===== config.mk =====
export PLATFORM = sky130hd
export DESIGN_NAME = ica_ctrl
export DESIGN_NICKNAME = d
export VERILOG_FILES = /design/src/hw/rtl/ica_pkg.sv /design/src/hw/rtl/ica_ctrl.sv
export SDC_FILE = /design/constraint.sdc
export NUM_CORES = 1
export LEC_CHECK = 0
export ABC_AREA = 1
export CORE_MARGIN = 1
export CORE_UTILIZATION = 47
export DETAILED_ROUTE_END_ITERATION = 10
export DONT_BUFFER_PORTS = 1
export PLACE_DENSITY = 0.59
export RECOVER_POWER = 25
export SLEW_MARGIN = 20
export SYNTH_ARGS = -nofsm -noshare
export SYNTH_HDL_FRONTEND = slang
export SYNTH_SLANG_ARGS = --single-unit
export TNS_END_PERCENT = 50

===== constraint.sdc =====
create_clock -name clk_i -period 6 [get_ports clk_i]
set_input_delay 0.3 -clock clk_i [delete_from_list [all_inputs] [get_ports clk_i]]
set_output_delay 0.3 -clock clk_i [all_outputs]
set_load 0.1 [all_outputs]

===== src/hw/rtl/ica_pkg.sv =====
// Shared constants, types and helpers for the interval coverage accumulator.
// No dependencies.
package ica_pkg;

  localparam int unsigned MAX_POSITIONS = 32768;
  localparam int unsigned COUNT_BITS    = 16;

  localparam int unsigned ADDR_W  = $clog2(MAX_POSITIONS);
  localparam int unsigned POS_W   = 15;   // item position fields
  localparam int unsigned GLEN_W  = 16;   // genome_length register
  localparam int unsigned COUNT_W = 16;   // coverage_count field
  localparam int unsigned CMP_W   = (ADDR_W + 1 > GLEN_W) ? ADDR_W + 1 : GLEN_W;
  localparam int unsigned WIDE_W  = (COUNT_BITS > COUNT_W) ? COUNT_BITS : COUNT_W;

  localparam logic [1:0] ACT_ADD   = 2'd0;
  localparam logic [1:0] ACT_QUERY = 2'd1;
  localparam logic [1:0] ACT_CLEAR = 2'd2;

  localparam logic [GLEN_W-1:0] GLEN_RESET = GLEN_W'(32768);

  typedef struct packed {
    logic              ren;
    logic [ADDR_W-1:0] raddr;
    logic              we;
    logic [ADDR_W-1:0] waddr;
    logic              clr;
  } mem_req_t;

  function automatic logic [COUNT_BITS-1:0] sat_inc(input logic [COUNT_BITS-1:0] c);
    return (c == '1) ? c : c + 1'b1;
  endfunction

  function automatic logic [COUNT_W-1:0] clip_count(input logic [COUNT_BITS-1:0] c);
    logic [WIDE_W-1:0] w;
    w = WIDE_W'(c);
    if (w > WIDE_W'({COUNT_W{1'b1}})) begin
      return '1;
    end
    return COUNT_W'(w);
  endfunction

endpackage


===== src/hw/rtl/ica_ctrl.sv =====
// Sequencer: decodes items, walks add intervals, sweeps clears, forms results.
// Depends on ica_pkg; drives ica_store.
module ica_ctrl
  import ica_pkg::*;
(
  input  logic                  clk_i,
  input  logic                  rst_ni,
  input  logic                  start,
  output logic                  busy,
  input  logic [1:0]            action_i,
  input  logic [POS_W-1:0]      start_pos_i,
  input  logic [POS_W-1:0]      end_pos_i,
  input  logic [POS_W-1:0]      query_pos_i,
  input  logic [GLEN_W-1:0]     genome_length_i,
  input  logic [COUNT_BITS-1:0] rdata_i,
  output mem_req_t              req_o,
  output logic                  done_o,
  output logic [COUNT_W-1:0]    coverage_count_o,
  output logic                  out_of_range_o
);

  localparam logic [2:0] ST_IDLE  = 3'd0;
  localparam logic [2:0] ST_ADD   = 3'd1;
  localparam logic [2:0] ST_DRAIN = 3'd2;
  localparam logic [2:0] ST_QRY   = 3'd3;
  localparam logic [2:0] ST_CLR   = 3'd4;

  localparam logic [ADDR_W-1:0] LAST_ADDR = ADDR_W'(MAX_POSITIONS - 1);

  logic [2:0]         state_q, state_d;
  logic [ADDR_W-1:0]  pos_q, pos_d;
  logic               pend_q, pend_d;
  logic               done_q, done_d;
  logic [ADDR_W-1:0]  last_q, last_d;
  logic [ADDR_W-1:0]  wa_q, wa_d;
  logic               flag_q, flag_d;
  logic [COUNT_W-1:0] cnt_q, cnt_d;
  logic               oor_q, oor_d;

  logic [CMP_W-1:0] len, s_w, e_w, q_w, e_clamp;

  always_comb begin
    len = (CMP_W'(genome_length_i) > CMP_W'(MAX_POSITIONS)) ? CMP_W'(MAX_POSITIONS)
                                                            : CMP_W'(genome_length_i);
    s_w = CMP_W'(start_pos_i);
    e_w = CMP_W'(end_pos_i);
    q_w = CMP_W'(query_pos_i);
    e_clamp = (e_w >= len) ? len - 1'b1 : e_w;
  end

  always_comb begin
    state_d = state_q;
    pos_d   = pos_q;
    pend_d  = 1'b0;
    done_d  = 1'b0;
    last_d  = last_q;
    wa_d    = wa_q;
    flag_d  = flag_q;
    cnt_d   = cnt_q;
    oor_d   = oor_q;
    req_o   = '0;
    // write-back of the read issued in the previous cycle
    req_o.we    = pend_q;
    req_o.waddr = wa_q;

    unique case (state_q)
      ST_IDLE: begin
        if (start) begin
          case (action_i)
            ACT_ADD: begin
              if (s_w > e_w) begin
                done_d = 1'b1;
                cnt_d  = '0;
                oor_d  = 1'b0;
              end else if (s_w >= len) begin
                done_d = 1'b1;
                cnt_d  = '0;
                oor_d  = 1'b1;
              end else begin
                pos_d   = s_w[ADDR_W-1:0];
                last_d  = e_clamp[ADDR_W-1:0];
                flag_d  = (e_w >= len);
                state_d = ST_ADD;
              end
            end
            ACT_QUERY: begin
              if (q_w >= len) begin
                done_d = 1'b1;
                cnt_d  = '0;
                oor_d  = 1'b1;
              end else begin
                req_o.ren   = 1'b1;
                req_o.raddr = q_w[ADDR_W-1:0];
                state_d     = ST_QRY;
              end
            end
            ACT_CLEAR: begin
              pos_d   = '0;
              state_d = ST_CLR;
            end
            default: ;
          endcase
        end
      end
      ST_ADD: begin
        // read this position while the previous one is written back
        req_o.ren   = 1'b1;
        req_o.raddr = pos_q;
        pend_d      = 1'b1;
        wa_d        = pos_q;
        if (pos_q == last_q) begin
          state_d = ST_DRAIN;
        end else begin
          pos_d = pos_q + 1'b1;
        end
      end
      ST_DRAIN: begin
        done_d  = 1'b1;
        cnt_d   = '0;
        oor_d   = flag_q;
        state_d = ST_IDLE;
      end
      ST_QRY: begin
        done_d  = 1'b1;
        cnt_d   = clip_count(rdata_i);
        oor_d   = 1'b0;
        state_d = ST_IDLE;
      end
      ST_CLR: begin
        req_o.we    = 1'b1;
        req_o.waddr = pos_q;
        req_o.clr   = 1'b1;
        if (pos_q == LAST_ADDR) begin
          state_d = ST_IDLE;
        end else begin
          pos_d = pos_q + 1'b1;
        end
      end
      default: state_d = ST_IDLE;
    endcase
  end

  always_ff @(posedge clk_i or negedge rst_ni) begin
    if (!rst_ni) begin
      state_q <= ST_CLR;   // clearing pass after reset
      pos_q   <= '0;
      pend_q  <= 1'b0;
      done_q  <= 1'b0;
    end else begin
      state_q <= state_d;
      pos_q   <= pos_d;
      pend_q  <= pend_d;
      done_q  <= done_d;
    end
  end

  always_ff @(posedge clk_i) begin
    last_q <= last_d;
    wa_q   <= wa_d;
    flag_q <= flag_d;
    cnt_q  <= cnt_d;
    oor_q  <= oor_d;
  end

  assign busy             = (state_q != ST_IDLE);
  assign done_o           = done_q;
  assign coverage_count_o = cnt_q;
  assign out_of_range_o   = oor_q;

endmodule


==> flow_metrics.tcl <==
set metrics [dict create \
    die_h_um 114 \
    max_freq_mhz 227 \
    syn_inst 830 \
    min_period_over_period_pct 73.5 \
    wire_per_inst_um 16.2 \
    clk_path_buf_depth 2 \
    htreeDepth 3 \
    crit_fanout 30 \
    final_util_pct 54.8 \
    critical_path_arrival_ns 4.11 \
    instances_no_fill 1012 \
    synth_area_sq_um 5920 \
    yosys.cell_types.count 46 \
    track_usage_pct 25.9 \
    finalInstanceArea_sq_um 6660 \
    synth_edf_count 48 \
    start_util_pct 48.6 \
    cp_cell_sequence "nor2_1 -> nand2_1 -> nor2_1 -> nand2_1 -> nand2_1 -> nand2_1 -> ha_1 -> nand2_1 -> nor2_1 -> and2_1 -> nor2_1 -> nand2_1 -> nand2_1 -> and2_1 -> nand4_2 -> nand2_1" \
    crit_slowest_cell "nand2_1" \
    slew_headroom_pct -11.1 \
    grt_max_degree 32 \
    drt_iter0_drc 278 \
    hpwl_mm 13.7 \
    clock_latency_ns 0.34 \
    async_flop_share_pct 29.4 \
    cts.sinks 68 \
    cts_tree "done" \
    synth_top_area_share_pct 24.4 \
    synth_flop_cell "edfxtp_1" \
    crit_required_ns 5.70 \
    rsz0062_at_grt "no" \
    drt-total-wl_mm 16.4 \
    max_stage_delay_ns 0.92 \
    gp_congestion 0.936 \
    rr_worst_depth 9 \
    std_cell_rows 40 \
    ys_seq_elements 68 \
    grt_overflow 0 \
    power.total_mw 3.92 \
    via_per_inst 5.40 \
    antenna_found_initial 0 \
    root_buffer "clkbuf_16" \
    clkTransAtPathRegs_ns 0.06 \
    die_x_um 114 \
    drive_gt1_share_pct 12.6 \
    cap_violations 1 \
    syn-num-nets 974 \
    slew_viol_final 21 \
    route.detailed.drc 0 \
    hold_class "in -> reg" \
    nets 983 \
    yosys_warnings 0 \
    finalSetupViolCount 0 \
    power_density_nw_per_um2 588 \
    grt_pass1_vias 5065 \
    final_hold_viol_count 0 \
    holdPathStages 2 \
    dpl.cell_count 995 \
    io_pins 134 \
    drtAntennaViolNets 0 \
    dieArea_sq_um 13000 \
    startpoint_type "input port" \
    violations "max-capacitance violations, max-slew violations" \
    grt_pass1_wl_mm 26.0 \
    status "finished with violations" \
    cts_resized 0 \
    first_pass_iters 4 \
    vias 5469 \
    port_buffers 0 \
    dpl_cell_area_sq_um 6290 \
    diodes 0 \
    yosysTopAreaCell "edfxtp_1" \
    max_slew.worst_pin.slew_ns 1.66 \
    cp-end-kind "primary output" \
    crit_type "in -> out" \
    cp_common_cell "nand2_1" \
    clock_skew_ns 0.00825 \
    avgSynthCellArea_sq_um 7.13 \
    max-vdd-ir-drop_v 0.000222 \
    p_leak_nw 3.29 \
    core_area_sq_um 12200 \
    numCtsBuffers 9 \
    min_period_ns 4.41 \
    area_growth_pct 12.6 \
    tns_ns 0 \
    ys_top_cells_by_area "edfxtp_1, nand2_1, ha_1" \
    yosysSeqAreaShare_pct 32.8 \
]
-- flip-flops by register name (all words and copies together), names as in the netlist --
name,flops
coverage_count_o,16
last_q,15
pos_q,15
wa_q,15
state_q,3
done_o,1
flag_q,1
out_of_range_o,1
pend_q,1
-- final cells by class --
| class | instances | area (sq um) |
|---|---|---|
| inverter | 130 | 492 |
| fill | 1165 | 5500 |
| clock buffer | 9 | 225 |
| sequential | 68 | 1940 |
| multi-input combinational | 612 | 3510 |
| tap | 168 | 210 |
| clock inverter | 7 | 146 |
| timing repair buffer | 18 | 138 |
-- logic make-up (layout without fill, tap and decap cells) --
kind of cell | count (synthesis) | in the layout | synth area share [%]
AND/OR/NAND/NOR | 425 | 425 | 31.7
buffers and inverters | 150 | 164 | 10.3
adder cells (fa/ha/maj) | 62 | 62 | 13.1
flip-flops | 68 | 68 | 32.8
XOR/XNOR | 8 | 8 | 1.18
AO/OA/AOI/OAI | 117 | 117 | 10.8
-- routing by layer --
metal	vias to the layer above	global-route usage (%)	routed length, um
met3	41	4.71	906
met1	2492	33.8	7350
met2	174	42.0	7610
met5	-	0	0
li1	2762	-	-
met4	0	11.3	512
-- worst paths after layout --
path	from	to	slack, ns
setup / recovery	genome_length_i[2]	req_o[32]	1.59
hold / removal	end_pos_i[13]	last_q[13]	0.15
setup reg to reg	state_q[2]	pos_q[0]	3.21
hold reg to reg	pos_q[14]	wa_q[14]	0.58
max in group asynchronous	rst_ni	pos_q[7]	4.85
min in group asynchronous	rst_ni	done_o	0.56
-- cell usage in the layout (no fill, tap or decap), drive strengths merged, types with 9 or more instances in the layout --
| master | n |
|---|---|
| nand3 | 52 |
| nand4 | 26 |
| a21oi | 31 |
| o21ai | 60 |
| edfxtp | 48 |
| o22ai | 15 |
| clkbuf | 9 |
| nor2 | 82 |
| buf | 17 |
| inv | 130 |
| ha | 62 |
| dfrtp | 19 |
| nand2 | 253 |
-- power by group --
group          total, mW  leakage, nW  switching (mW)  internal [mW]
sequential          1.33        0.710           0.587          0.744
combinational       1.93         2.40            1.57          0.364
clock              0.656        0.180           0.206          0.451
total               3.92         3.29            2.36           1.56
-- timing repair --
| item | in CTS | in global routing |
|---|---|---|
| endpoints found under the hold margin | 20 | 0 |
| hold buffers | 1 | 0 |
| setup buffers | 0 | 0 |
-- synthesized netlist by cell type, drive strengths merged (2+ instances only) --
cell type,n
a21oi,31
a31oi,2
and2,2
buf,13
clkbuf,7
dfrtp,19
edfxtp,48
ha,62
inv,129
nand2,253
nand3,52
nand4,26
nor2,82
nor3,6
o21ai,60
o22ai,15
o31ai,3
o41ai,2
xnor2,3
xor2,5
-- critical path: cells and delay by family --
family / cells / cell delay, ns
simple gates: 15 / 3.38
fa+ha+maj: 1 / 0.40
-- through the flow --
step | setup WS (ns) | hold WS [ns]
final | 1.59 | 0.151
after global routing | 1.21 | 0.169
after CTS | 1.58 | 0.146
after detailed placement | 1.60 | 0.00555
after global placement | 1.74 | 0.00554
after floorplan | 1.20 | 0.00441
(Power assumes the default switching activity.)
